$ cat src/rtl/tcp_ecf_pkg.sv
// tcp_ecf_pkg: shared types and constants of the tcp echo connection block
// no dependencies; used by the connection cell and the top level
package tcp_ecf_pkg;

  localparam int unsigned CONN_ENTRIES = 8;
  localparam logic [10:0] MAX_PAYLOAD  = 11'd1460;

  localparam logic [7:0] F_FIN = 8'h01;
  localparam logic [7:0] F_SYN = 8'h02;
  localparam logic [7:0] F_RST = 8'h04;
  localparam logic [7:0] F_PSH = 8'h08;
  localparam logic [7:0] F_ACK = 8'h10;

  localparam logic [15:0] ECHO_PORT_RST = 16'd7;
  localparam logic [15:0] RWIN_RST      = 16'(8 * 1024);

  localparam logic [7:0] CFG_ECHO_PORT = 8'd0;
  localparam logic [7:0] CFG_RWIN      = 8'd1;

  typedef enum logic [1:0] {
    PH_SYNRCVD = 2'd0,
    PH_ESTAB   = 2'd1,
    PH_LASTACK = 2'd2
  } phase_t;

  // received segment header, length already clamped
  typedef struct packed {
    logic [31:0] src_addr;
    logic [15:0] src_port;
    logic [15:0] dst_port;
    logic [31:0] seq_in;
    logic [31:0] ack_in;
    logic [7:0]  flags_in;
    logic [10:0] payload_len;
    logic [31:0] time_now;
  } seg_t;

  // outgoing header descriptor
  typedef struct packed {
    logic [7:0]  seg_flags;
    logic [31:0] seq_out;
    logic [31:0] ack_out;
    logic [15:0] window_out;
    logic [15:0] local_port_out;
    logic [15:0] remote_port_out;
    logic [31:0] remote_addr_out;
    logic [10:0] echo_len;
  } res_t;

  // what the first matching cell reports, all zero from every other cell
  typedef struct packed {
    logic        hit;
    logic        fin_go;
    logic        psh_go;
    logic [31:0] snd;
    logic [31:0] rcv;
  } cell_view_t;

endpackage

$ cat src/rtl/tcp_ecf_if.sv
// tcp_ecf_if: valid/ready channel interfaces for segments, results and config
// no dependencies
interface tcp_ecf_in_if;
  logic        valid;
  logic        ready;
  logic [31:0] src_addr;
  logic [15:0] src_port;
  logic [15:0] dst_port;
  logic [31:0] seq_in;
  logic [31:0] ack_in;
  logic [7:0]  flags_in;
  logic [10:0] payload_len;
  logic [31:0] time_now;
  modport source (output valid, src_addr, src_port, dst_port, seq_in, ack_in, flags_in,
                  payload_len, time_now, input ready);
  modport sink (input valid, src_addr, src_port, dst_port, seq_in, ack_in, flags_in,
                payload_len, time_now, output ready);
endinterface

interface tcp_ecf_out_if;
  logic        valid;
  logic        ready;
  logic [7:0]  seg_flags;
  logic [31:0] seq_out;
  logic [31:0] ack_out;
  logic [15:0] window_out;
  logic [15:0] local_port_out;
  logic [15:0] remote_port_out;
  logic [31:0] remote_addr_out;
  logic [10:0] echo_len;
  logic        last;
  modport source (output valid, seg_flags, seq_out, ack_out, window_out, local_port_out,
                  remote_port_out, remote_addr_out, echo_len, last, input ready);
  modport sink (input valid, seg_flags, seq_out, ack_out, window_out, local_port_out,
                remote_port_out, remote_addr_out, echo_len, last, output ready);
endinterface

interface tcp_ecf_cfg_if;
  logic        valid;
  logic        ready;
  logic [7:0]  index;
  logic [15:0] data;
  modport source (output valid, index, data, input ready);
  modport sink (input valid, index, data, output ready);
endinterface

$ cat src/rtl/tcp_ecf_cell.sv
// tcp_ecf_cell: one connection entry with match, priority chain and update logic
// depends on tcp_ecf_pkg
module tcp_ecf_cell (
  input  logic                   clk,
  input  logic                   rst_n,
  input  tcp_ecf_pkg::seg_t      seg,
  input  logic                   hit_in,
  input  logic                   free_in,
  input  logic                   apply,
  input  logic                   alloc_en,
  output logic                   hit_out,
  output logic                   free_out,
  output logic                   alloc_wr,
  output tcp_ecf_pkg::cell_view_t view
);

  logic                valid_r;
  tcp_ecf_pkg::phase_t phase_r;
  logic [31:0]         addr_r;
  logic [15:0]         rport_r;
  logic [15:0]         lport_r;
  logic [31:0]         rcv_r;
  logic [31:0]         snd_r;
  logic [31:0]         una_r;

  logic                match, my_hit, my_free, kill, fin_go, psh_go;
  tcp_ecf_pkg::phase_t ph1, ph2;
  logic [31:0]         snd1, una1, rcv2;

  always_comb begin
    match    = valid_r && addr_r == seg.src_addr && rport_r == seg.src_port &&
               lport_r == seg.dst_port;
    my_hit   = match && !hit_in;
    hit_out  = hit_in || match;
    my_free  = !valid_r && !free_in;
    free_out = free_in || !valid_r;
    alloc_wr = apply && alloc_en && my_free;

    ph1  = phase_r;
    snd1 = snd_r;
    una1 = una_r;
    kill = 1'b0;
    if ((seg.flags_in & tcp_ecf_pkg::F_ACK) != 8'h00) begin
      unique case (phase_r)
        tcp_ecf_pkg::PH_SYNRCVD: begin
          if (seg.ack_in == snd_r) begin
            una1 = snd_r;
            ph1  = tcp_ecf_pkg::PH_ESTAB;
          end
        end
        tcp_ecf_pkg::PH_ESTAB: begin
          una1 = seg.ack_in - 32'd1;
          snd1 = seg.ack_in;
        end
        tcp_ecf_pkg::PH_LASTACK: kill = 1'b1;
        default: ;
      endcase
    end
    // fin moves to last ack, so psh in the same segment is not served
    fin_go = !kill && (seg.flags_in & tcp_ecf_pkg::F_FIN) != 8'h00 &&
             ph1 == tcp_ecf_pkg::PH_ESTAB;
    psh_go = !kill && !fin_go && (seg.flags_in & tcp_ecf_pkg::F_PSH) != 8'h00 &&
             ph1 == tcp_ecf_pkg::PH_ESTAB;
    rcv2 = fin_go ? rcv_r + 32'd1 :
           psh_go ? rcv_r + {21'd0, seg.payload_len} : rcv_r;
    ph2  = fin_go ? tcp_ecf_pkg::PH_LASTACK : ph1;

    view = '0;
    if (my_hit) begin
      view.hit    = 1'b1;
      view.fin_go = fin_go;
      view.psh_go = psh_go;
      view.snd    = snd1;
      view.rcv    = rcv2;
    end
  end

  always_ff @(posedge clk) begin
    if (!rst_n) begin
      valid_r <= 1'b0;
    end else if (apply && my_hit) begin
      valid_r <= !kill;
    end else if (alloc_wr) begin
      valid_r <= 1'b1;
    end
  end

  always_ff @(posedge clk) begin
    if (apply && my_hit) begin
      phase_r <= ph2;
      snd_r   <= snd1;
      una_r   <= una1;
      rcv_r   <= rcv2;
    end else if (alloc_wr) begin
      phase_r <= tcp_ecf_pkg::PH_SYNRCVD;
      addr_r  <= seg.src_addr;
      rport_r <= seg.src_port;
      lport_r <= seg.dst_port;
      rcv_r   <= seg.seq_in + 32'd1;
      snd_r   <= seg.time_now + 32'd1;
      una_r   <= seg.time_now;
    end
  end

endmodule

$ cat src/rtl/tcp_echo_connection_fsm.sv
// tcp_echo_connection_fsm: header-level tcp echo responder over a row of connection cells
// depends on tcp_ecf_pkg, tcp_ecf_if and tcp_ecf_cell
//
//  channel | port    | dir | transaction
//  --------+---------+-----+------------------------------------------
//  segment | in_ch   | in  | one received segment header
//  result  | out_ch  | out | one outgoing header descriptor, last flag
//  config  | cfg_ch  | in  | register index and 16-bit write data
//
// a segment is accepted in idle, looked up and applied in the lookup state, and its zero
// to two results are sent from the output state; the cell chain lookup is combinational.
// a result waits in its register until out_ch.ready; no new segment is taken meanwhile.
// synchronous active-low reset empties the table and restores the register defaults.
// config writes are always taken.
module tcp_echo_connection_fsm (
  input logic         clk,
  input logic         rst_n,
  tcp_ecf_in_if.sink  in_ch,
  tcp_ecf_out_if.source out_ch,
  tcp_ecf_cfg_if.sink cfg_ch
);

  localparam int unsigned N = tcp_ecf_pkg::CONN_ENTRIES;

  typedef enum logic [1:0] {S_IDLE, S_LOOK, S_OUT} state_t;

  state_t            state_r;
  tcp_ecf_pkg::seg_t seg_r;
  tcp_ecf_pkg::res_t res0_r, res1_r, res0_nxt, res1_nxt;
  logic              idx_r;
  logic              lastidx_r, lastidx_nxt;
  logic [1:0]        cnt_nxt;
  logic [15:0]       echo_port_r;
  logic [15:0]       rwin_r;
  logic              apply, alloc_en;

  logic [N:0]              hit_c, free_c;
  logic [N-1:0]            alloc_wr, hit_v;
  tcp_ecf_pkg::cell_view_t views [N];
  tcp_ecf_pkg::cell_view_t vsel;

  assign hit_c[0]  = 1'b0;
  assign free_c[0] = 1'b0;

  for (genvar g = 0; g < N; g++) begin : g_cell
    tcp_ecf_cell u_cell (
      .clk      (clk),
      .rst_n    (rst_n),
      .seg      (seg_r),
      .hit_in   (hit_c[g]),
      .free_in  (free_c[g]),
      .apply    (apply),
      .alloc_en (alloc_en),
      .hit_out  (hit_c[g+1]),
      .free_out (free_c[g+1]),
      .alloc_wr (alloc_wr[g]),
      .view     (views[g])
    );
    assign hit_v[g] = views[g].hit;
  end

  assign in_ch.ready  = state_r == S_IDLE;
  assign cfg_ch.ready = 1'b1;
  assign apply        = state_r == S_LOOK;

  always_comb begin
    vsel = '0;
    for (int i = 0; i < N; i++) vsel = vsel | views[i];
  end

  always_comb begin
    alloc_en = 1'b0;
    cnt_nxt  = 2'd0;
    res0_nxt = '0;
    res1_nxt = '0;
    res0_nxt.window_out      = rwin_r;
    res0_nxt.local_port_out  = seg_r.dst_port;
    res0_nxt.remote_port_out = seg_r.src_port;
    res0_nxt.remote_addr_out = seg_r.src_addr;
    if (!hit_c[N]) begin
      if (free_c[N] && (seg_r.flags_in & tcp_ecf_pkg::F_SYN) != 8'h00) begin
        cnt_nxt = 2'd1;
        if (seg_r.dst_port == echo_port_r) begin
          alloc_en           = 1'b1;
          res0_nxt.seg_flags = tcp_ecf_pkg::F_SYN | tcp_ecf_pkg::F_ACK;
          res0_nxt.seq_out   = seg_r.time_now;
          res0_nxt.ack_out   = seg_r.seq_in + 32'd1;
        end else begin
          res0_nxt.seg_flags  = tcp_ecf_pkg::F_RST;
          res0_nxt.window_out = 16'd0;
        end
      end
    end else if (vsel.fin_go || vsel.psh_go) begin
      cnt_nxt            = 2'd2;
      res0_nxt.seg_flags = tcp_ecf_pkg::F_ACK;
      res0_nxt.seq_out   = vsel.snd;
      res0_nxt.ack_out   = vsel.rcv;
    end
    res1_nxt           = res0_nxt;
    res1_nxt.seg_flags = vsel.fin_go ? (tcp_ecf_pkg::F_FIN | tcp_ecf_pkg::F_ACK) :
                                       (tcp_ecf_pkg::F_PSH | tcp_ecf_pkg::F_ACK);
    res1_nxt.echo_len  = vsel.psh_go ? seg_r.payload_len : 11'd0;
    lastidx_nxt        = cnt_nxt == 2'd2;
  end

  always_ff @(posedge clk) begin
    if (!rst_n) begin
      state_r     <= S_IDLE;
      idx_r       <= 1'b0;
      echo_port_r <= tcp_ecf_pkg::ECHO_PORT_RST;
      rwin_r      <= tcp_ecf_pkg::RWIN_RST;
    end else begin
      if (cfg_ch.valid) begin
        unique case (cfg_ch.index)
          tcp_ecf_pkg::CFG_ECHO_PORT: echo_port_r <= cfg_ch.data;
          tcp_ecf_pkg::CFG_RWIN:      rwin_r      <= cfg_ch.data;
          default: ;
        endcase
      end
      unique case (state_r)
        S_IDLE: begin
          if (in_ch.valid) state_r <= S_LOOK;
        end
        S_LOOK: begin
          idx_r   <= 1'b0;
          state_r <= (cnt_nxt == 2'd0) ? S_IDLE : S_OUT;
        end
        S_OUT: begin
          if (out_ch.ready) begin
            if (idx_r == lastidx_r) state_r <= S_IDLE;
            else idx_r <= 1'b1;
          end
        end
        default: state_r <= S_IDLE;
      endcase
    end
  end

  always_ff @(posedge clk) begin
    if (state_r == S_IDLE && in_ch.valid) begin
      seg_r.src_addr    <= in_ch.src_addr;
      seg_r.src_port    <= in_ch.src_port;
      seg_r.dst_port    <= in_ch.dst_port;
      seg_r.seq_in      <= in_ch.seq_in;
      seg_r.ack_in      <= in_ch.ack_in;
      seg_r.flags_in    <= in_ch.flags_in;
      seg_r.payload_len <= (in_ch.payload_len > tcp_ecf_pkg::MAX_PAYLOAD) ?
                           tcp_ecf_pkg::MAX_PAYLOAD : in_ch.payload_len;
      seg_r.time_now    <= in_ch.time_now;
    end
    if (state_r == S_LOOK) begin
      res0_r    <= res0_nxt;
      res1_r    <= res1_nxt;
      lastidx_r <= lastidx_nxt;
    end
  end

  tcp_ecf_pkg::res_t res_cur;
  assign res_cur                = idx_r ? res1_r : res0_r;
  assign out_ch.valid           = state_r == S_OUT;
  assign out_ch.seg_flags       = res_cur.seg_flags;
  assign out_ch.seq_out         = res_cur.seq_out;
  assign out_ch.ack_out         = res_cur.ack_out;
  assign out_ch.window_out      = res_cur.window_out;
  assign out_ch.local_port_out  = res_cur.local_port_out;
  assign out_ch.remote_port_out = res_cur.remote_port_out;
  assign out_ch.remote_addr_out = res_cur.remote_addr_out;
  assign out_ch.echo_len        = res_cur.echo_len;
  assign out_ch.last            = idx_r == lastidx_r;

  // at most one cell claims the segment, at most one is allocated, none while an entry matches
  a_one_hit: assert property (@(posedge clk) disable iff (!rst_n) $onehot0(hit_v))
    else $error("more than one cell claims the segment");
  a_one_alloc: assert property (@(posedge clk) disable iff (!rst_n) $onehot0(alloc_wr))
    else $error("more than one cell allocated");
  a_no_alloc_on_hit: assert property (@(posedge clk) disable iff (!rst_n)
      hit_c[N] |-> alloc_wr == '0)
    else $error("allocation while an entry matches");
  a_look_once: assert property (@(posedge clk) disable iff (!rst_n)
      state_r == S_LOOK |=> state_r != S_LOOK)
    else $error("lookup applied twice");

endmodule
$ cat src/flat_wrapper.sv
// flat-port wrapper written by rule: the top's interface ports become plain ports
module tcp_echo_connection_fsm_flat 
  (clk, rst_n, in_ch_valid, in_ch_src_addr, in_ch_src_port, in_ch_dst_port, in_ch_seq_in, in_ch_ack_in, in_ch_flags_in, in_ch_payload_len, in_ch_time_now, in_ch_ready, out_ch_valid, out_ch_seg_flags, out_ch_seq_out, out_ch_ack_out, out_ch_window_out, out_ch_local_port_out, out_ch_remote_port_out, out_ch_remote_addr_out, out_ch_echo_len, out_ch_last, out_ch_ready, cfg_ch_valid, cfg_ch_index, cfg_ch_data, cfg_ch_ready);
  tcp_ecf_in_if in_ch_i ();
  tcp_ecf_out_if out_ch_i ();
  tcp_ecf_cfg_if cfg_ch_i ();
  input logic clk;
  input logic rst_n;
  input wire logic [$bits(in_ch_i.valid)-1:0] in_ch_valid;
  input wire logic [$bits(in_ch_i.src_addr)-1:0] in_ch_src_addr;
  input wire logic [$bits(in_ch_i.src_port)-1:0] in_ch_src_port;
  input wire logic [$bits(in_ch_i.dst_port)-1:0] in_ch_dst_port;
  input wire logic [$bits(in_ch_i.seq_in)-1:0] in_ch_seq_in;
  input wire logic [$bits(in_ch_i.ack_in)-1:0] in_ch_ack_in;
  input wire logic [$bits(in_ch_i.flags_in)-1:0] in_ch_flags_in;
  input wire logic [$bits(in_ch_i.payload_len)-1:0] in_ch_payload_len;
  input wire logic [$bits(in_ch_i.time_now)-1:0] in_ch_time_now;
  output wire logic [$bits(in_ch_i.ready)-1:0] in_ch_ready;
  output wire logic [$bits(out_ch_i.valid)-1:0] out_ch_valid;
  output wire logic [$bits(out_ch_i.seg_flags)-1:0] out_ch_seg_flags;
  output wire logic [$bits(out_ch_i.seq_out)-1:0] out_ch_seq_out;
  output wire logic [$bits(out_ch_i.ack_out)-1:0] out_ch_ack_out;
  output wire logic [$bits(out_ch_i.window_out)-1:0] out_ch_window_out;
  output wire logic [$bits(out_ch_i.local_port_out)-1:0] out_ch_local_port_out;
  output wire logic [$bits(out_ch_i.remote_port_out)-1:0] out_ch_remote_port_out;
  output wire logic [$bits(out_ch_i.remote_addr_out)-1:0] out_ch_remote_addr_out;
  output wire logic [$bits(out_ch_i.echo_len)-1:0] out_ch_echo_len;
  output wire logic [$bits(out_ch_i.last)-1:0] out_ch_last;
  input wire logic [$bits(out_ch_i.ready)-1:0] out_ch_ready;
  input wire logic [$bits(cfg_ch_i.valid)-1:0] cfg_ch_valid;
  input wire logic [$bits(cfg_ch_i.index)-1:0] cfg_ch_index;
  input wire logic [$bits(cfg_ch_i.data)-1:0] cfg_ch_data;
  output wire logic [$bits(cfg_ch_i.ready)-1:0] cfg_ch_ready;
  assign in_ch_i.valid = in_ch_valid;
  assign in_ch_i.src_addr = in_ch_src_addr;
  assign in_ch_i.src_port = in_ch_src_port;
  assign in_ch_i.dst_port = in_ch_dst_port;
  assign in_ch_i.seq_in = in_ch_seq_in;
  assign in_ch_i.ack_in = in_ch_ack_in;
  assign in_ch_i.flags_in = in_ch_flags_in;
  assign in_ch_i.payload_len = in_ch_payload_len;
  assign in_ch_i.time_now = in_ch_time_now;
  assign in_ch_ready = in_ch_i.ready;
  assign out_ch_valid = out_ch_i.valid;
  assign out_ch_seg_flags = out_ch_i.seg_flags;
  assign out_ch_seq_out = out_ch_i.seq_out;
  assign out_ch_ack_out = out_ch_i.ack_out;
  assign out_ch_window_out = out_ch_i.window_out;
  assign out_ch_local_port_out = out_ch_i.local_port_out;
  assign out_ch_remote_port_out = out_ch_i.remote_port_out;
  assign out_ch_remote_addr_out = out_ch_i.remote_addr_out;
  assign out_ch_echo_len = out_ch_i.echo_len;
  assign out_ch_last = out_ch_i.last;
  assign out_ch_i.ready = out_ch_ready;
  assign cfg_ch_i.valid = cfg_ch_valid;
  assign cfg_ch_i.index = cfg_ch_index;
  assign cfg_ch_i.data = cfg_ch_data;
  assign cfg_ch_ready = cfg_ch_i.ready;
  tcp_echo_connection_fsm u_core (.clk(clk), .rst_n(rst_n), .in_ch(in_ch_i), .out_ch(out_ch_i), .cfg_ch(cfg_ch_i));
endmodule
$ cat config.mk
export PLATFORM = sky130hd
export DESIGN_NAME = tcp_echo_connection_fsm_flat
export DESIGN_NICKNAME = d
export VERILOG_FILES = /design/src/rtl/tcp_ecf_pkg.sv /design/src/rtl/tcp_ecf_if.sv /design/src/rtl/tcp_ecf_cell.sv /design/src/rtl/tcp_echo_connection_fsm.sv /design/src/flat_wrapper.sv
export SDC_FILE = /design/constraint.sdc
export NUM_CORES = 2
export LEC_CHECK = 0
export BUFFER_PORTS_ARGS = -buffer_cell sky130_fd_sc_hd__buf_4
export CORE_MARGIN = 3
export CORE_UTILIZATION = 45
export DETAILED_ROUTE_END_ITERATION = 8
export MAX_ROUTING_LAYER = met4
export PLACE_DENSITY = 0.63
export SYNTH_ARGS = -nofsm -noshare
export SYNTH_HDL_FRONTEND = slang
export SYNTH_SLANG_ARGS = --single-unit
$ cat constraint.sdc
create_clock -name clk -period 15.2 [get_ports clk]
set_clock_uncertainty 0.2 [all_clocks]
set_input_delay 3.04 -clock clk [delete_from_list [all_inputs] [get_ports clk]]
set_output_delay 3.04 -clock clk [all_outputs]
set_load 0.03 [all_outputs]
==> summary.txt <==
Synth
  • Syn Area/Cell: 11.3 µm²
  • #FFs+latches synth: 1,419
  • Unique masters post-synth: 91
  • Ys Warns: 0
  • Async SR Flop Fraction: 0
  • Proportion of netlist area held by the largest area contributor: 0.534
  • Synthesized cell area: 0.0774 mm²
  • Main synth FF type: edfxtp_1
  • Cell taking the most area after synthesis: edfxtp_1
  • Mapped Cells: 6,839
  • EDFF count, synth: 1,376
  • Register area share after synthesis: 0.545
  • Synth area leaders: edfxtp_1 (53%), xnor2_1 (6.7%), xor2_1 (4.3%)

Timing
  • Max Slew Vio Count: 0
  • Final Cycle Share: 0.504
  • Minimum clock period: 7.65 ns
  • RSZ-0062 raised after global routing: no
  • Fmax: 0.131 GHz
  • Final Hold Vio Count: 0
  • Final setup fails: 0
  • Slew headroom: 0.0736
  • TNS Setup: 0 ns
  • Tightest Pin Transition: 1.38 ns

Global route
  • Grt met3 use: 0.0730
  • Overflow after GRT: 0
  • Met1 Resource Use GR: 0.391
  • Pin count of the biggest net entering global routing: 87
  • Vias in the first global route: 54,200
  • Total Routing Usage GR: 0.301
  • Most Crowded Layer GR: met2
  • GR met2 Demand/Resource: 0.450
  • Antenna violations before repair: 16
  • First-pass GRT wire length: 377,000 µm

Route
  • Drt wl/cell: 28.2 µm
  • First drt pass iteration count: 9
  • Via count: 57,700
  • Vias per inst: 6.15
  • Wirelength, routed: 265,000 µm
  • Routed Antenna Nets: 0
  • Drt first-iter violations: 7,481
  • DRC errors left: 14

Clock network
  • CTS Sinks: 1,419
  • Clock-pin slew on the worst setup and hold paths: 0.06 ns
  • CTS Buf Count: 158
  • Cts repair resizes: 0
  • CTS H-Tree Depth: 4
  • Setup Fix Bufs, Post-CTS: 0
  • Clk_lat worst skew: 0.86 ns
  • CTS Buffer Depth: 3
  • CTS tree: done
  • Root Buffer: clkbuf_16
  • Post-CTS Hold Fix Bufs: 0

Min path
  • WHS Endpoint: u_core.res0_r[33]
  • Hold Path Stages: 0
  • Hold_sp: u_core.res0_nxt[33]
  • HP Class: register to register

Die
  • Core footprint: 0.170 mm²
  • Die Ht: 421 µm
  • Initial Utilization: 0.455
  • I/O Pins: 375
  • Full die area: 0.177 mm²
  • Die width: 421 µm
  • FP Rows: 151

Pwr
  • Pwr per Cell Area: 104 mW/mm²
  • Peak supply drop: 0.0969 mV
  • Leakage power: 30.9 nW
  • Final Power: 9.08 mW

Finish
  • Footprint of the multi-input gates: 0.0323 mm²
  • FF/Latch Area: 0.0422 mm²
  • Layout area overhead: 12.8%
  • Fraction of layout cells with a size suffix above 1: 0.152
  • Fillers: 14,900
  • Post-Route Utilization: 0.513
  • Final nets: 7,343

Critical path
  • Worst r2r path cells: 16
  • CP Capture Type: register
  • Worst r2r dst: u_core.res0_r[108]
  • Worst setup SP type: register
  • Worst reg2reg path startpoint: u_core.res0_nxt[62]
  • CP Class: register to register
  • Worst EP required: 15.47 ns
  • R2R Setup Slk: 7.55 ns
  • CP max FO: 55
  • Worst Path Arrival: 7.93 ns

Placed design
  • Routability cong.: 1.01
  • Final HPWL DP: 179,000 µm
  • Buffers on Ports: 366

Run status
  • Status: complete, but fails checks
  • Failing checks: design-rule violations

Run
  • Max Cap Viol: 0
-- metal layers --
| metal | vias up | wire, µm |
|---|---|---|
| met2 | 3183 | 119000 |
| met4 | 0 | 12700 |
| met1 | 28400 | 106000 |
| met5 | - | 0 |
| met3 | 579 | 27500 |
| li1 | 25600 | - |
-- metrics by stage --
step	setup slack (ns)	std cells	instance area (µm²)	hold slack [ns]
floorplan	2.15	6841	77400	0.236
global placement	7.80	9087	82000	0.232
detailed placement	7.76	9087	82000	0.238
CTS	7.73	9376	87200	0.250
global route	7.59	9391	87300	0.265
finish	7.55	9394	87300	0.248
-- state kept, by name, indices dropped and copies added, names as in the netlist, 16 cells and up --
signal	flops
u_core.echo_port_r	16
u_core.g_cell.u_cell.addr_r	256
u_core.g_cell.u_cell.lport_r	128
u_core.g_cell.u_cell.phase_r	16
u_core.g_cell.u_cell.rcv_r	256
u_core.g_cell.u_cell.rport_r	128
u_core.g_cell.u_cell.snd_r	256
u_core.res0_nxt	64
u_core.res0_r	147
u_core.rwin_r	16
u_core.seg_r	111
-- synthesized netlist by cell type (21+ instances only) --
| cell type | instances |
|---|---|
| a2111oi_0 | 23 |
| a211oi_1 | 21 |
| ha_1 | 98 |
| and3_1 | 103 |
| nor3_1 | 83 |
| nor2_1 | 742 |
| and4_1 | 21 |
| a21o_1 | 28 |
| o221ai_1 | 60 |
| dfxtp_1 | 43 |
| buf_1 | 30 |
| xor2_1 | 382 |
| o22ai_1 | 85 |
| nand2_1 | 350 |
| a21oi_1 | 506 |
| nor2b_1 | 71 |
| a31oi_1 | 34 |
| buf_4 | 162 |
| edfxtp_1 | 1376 |
| nand3_1 | 158 |
| mux2i_1 | 192 |
| o211ai_1 | 30 |
| inv_1 | 121 |
| xnor2_1 | 590 |
| o2111ai_1 | 22 |
| a22o_1 | 50 |
| a222oi_1 | 41 |
| buf_2 | 94 |
| nand2b_1 | 62 |
| and2_1 | 48 |
| mux2_2 | 194 |
| o21ai_0 | 209 |
| nor4_1 | 101 |
| clkbuf_1 | 251 |
| nand4_1 | 168 |
-- area by class of cell --
class	count	share of cell area
diodes	18	0.000516
clock buffers	193	0.0472
clock inverters	96	0.0128
inverters	130	0.00569
multi-input cells	4751	0.370
flip-flops and latches	1419	0.483
well taps	2218	0.0318
repair buffers	569	0.0491
-- cell usage in the layout, fill, tap and decap left out, types with 81 or more instances in the layout --
cell type  count
o21ai_0      204
nor4_1        99
xor2_1       381
inv_1        120
edfxtp_1    1376
xnor2_1      588
o22ai_1       85
buf_4        568
and3_1       103
clkbuf_16    159
nor2_1       725
mux2i_1      192
nor3_1        81
ha_1          98
nand4_1      168
nand3_1      157
mux2_2       194
a21oi_1      506
nand2_1      341
-- logic make-up after synthesis --
kind of cell    share of synthesized area
simple gates                        0.123
flops                               0.545
compound gates                      0.108
xor+xnor                            0.110
buf+inv                            0.0423
mux                                0.0531
fa+ha+maj                          0.0179
other cells                     0.0000971
-- worst max-delay path: stages (launching register included) --
cell and delay (ns):
edfxtp_1 0.34, buf_4 0.36, nand2b_1 0.17, o2111ai_1 0.13, nor4_1 0.93, nand4_1 0.63, or2_2 0.47, buf_4 0.41
and4_2 0.71, a2bb2oi_1 0.30, o2111ai_1 0.61, nor2_2 0.41, buf_4 0.43, inv_2 0.19, buf_4 0.35, a21oi_1 0.25
a41oi_1 0.16
-- report_power, final --
part / total [mW] / switching [mW] / internal [mW]
sequential: 4.42 / 0.0617 / 4.36
clock: 3.91 / 1.69 / 2.22
combinational: 0.741 / 0.478 / 0.263
total: 9.08 / 2.23 / 6.85
-- how the worst max path moves through the flow --
stage	cells past startpoint	end	slack (ns)	start
after floorplan	6	u_core.g_cell[1].u_cell.phase_r[0]	2.15	u_core.state_r[1]
after global placement	16	u_core.res0_r[108]	7.80	u_core.res0_nxt[62]
after detailed placement	16	u_core.res0_r[108]	7.76	u_core.res0_nxt[62]
after CTS	16	u_core.res0_r[112]	7.73	u_core.res0_nxt[62]
after global routing	14	u_core.g_cell[6].u_cell.rcv_r[2]	7.59	u_core.res0_nxt[18]
final	16	u_core.res0_r[108]	7.55	u_core.res0_nxt[62]
No activity file was read; power rests on OpenSTA's default activity.
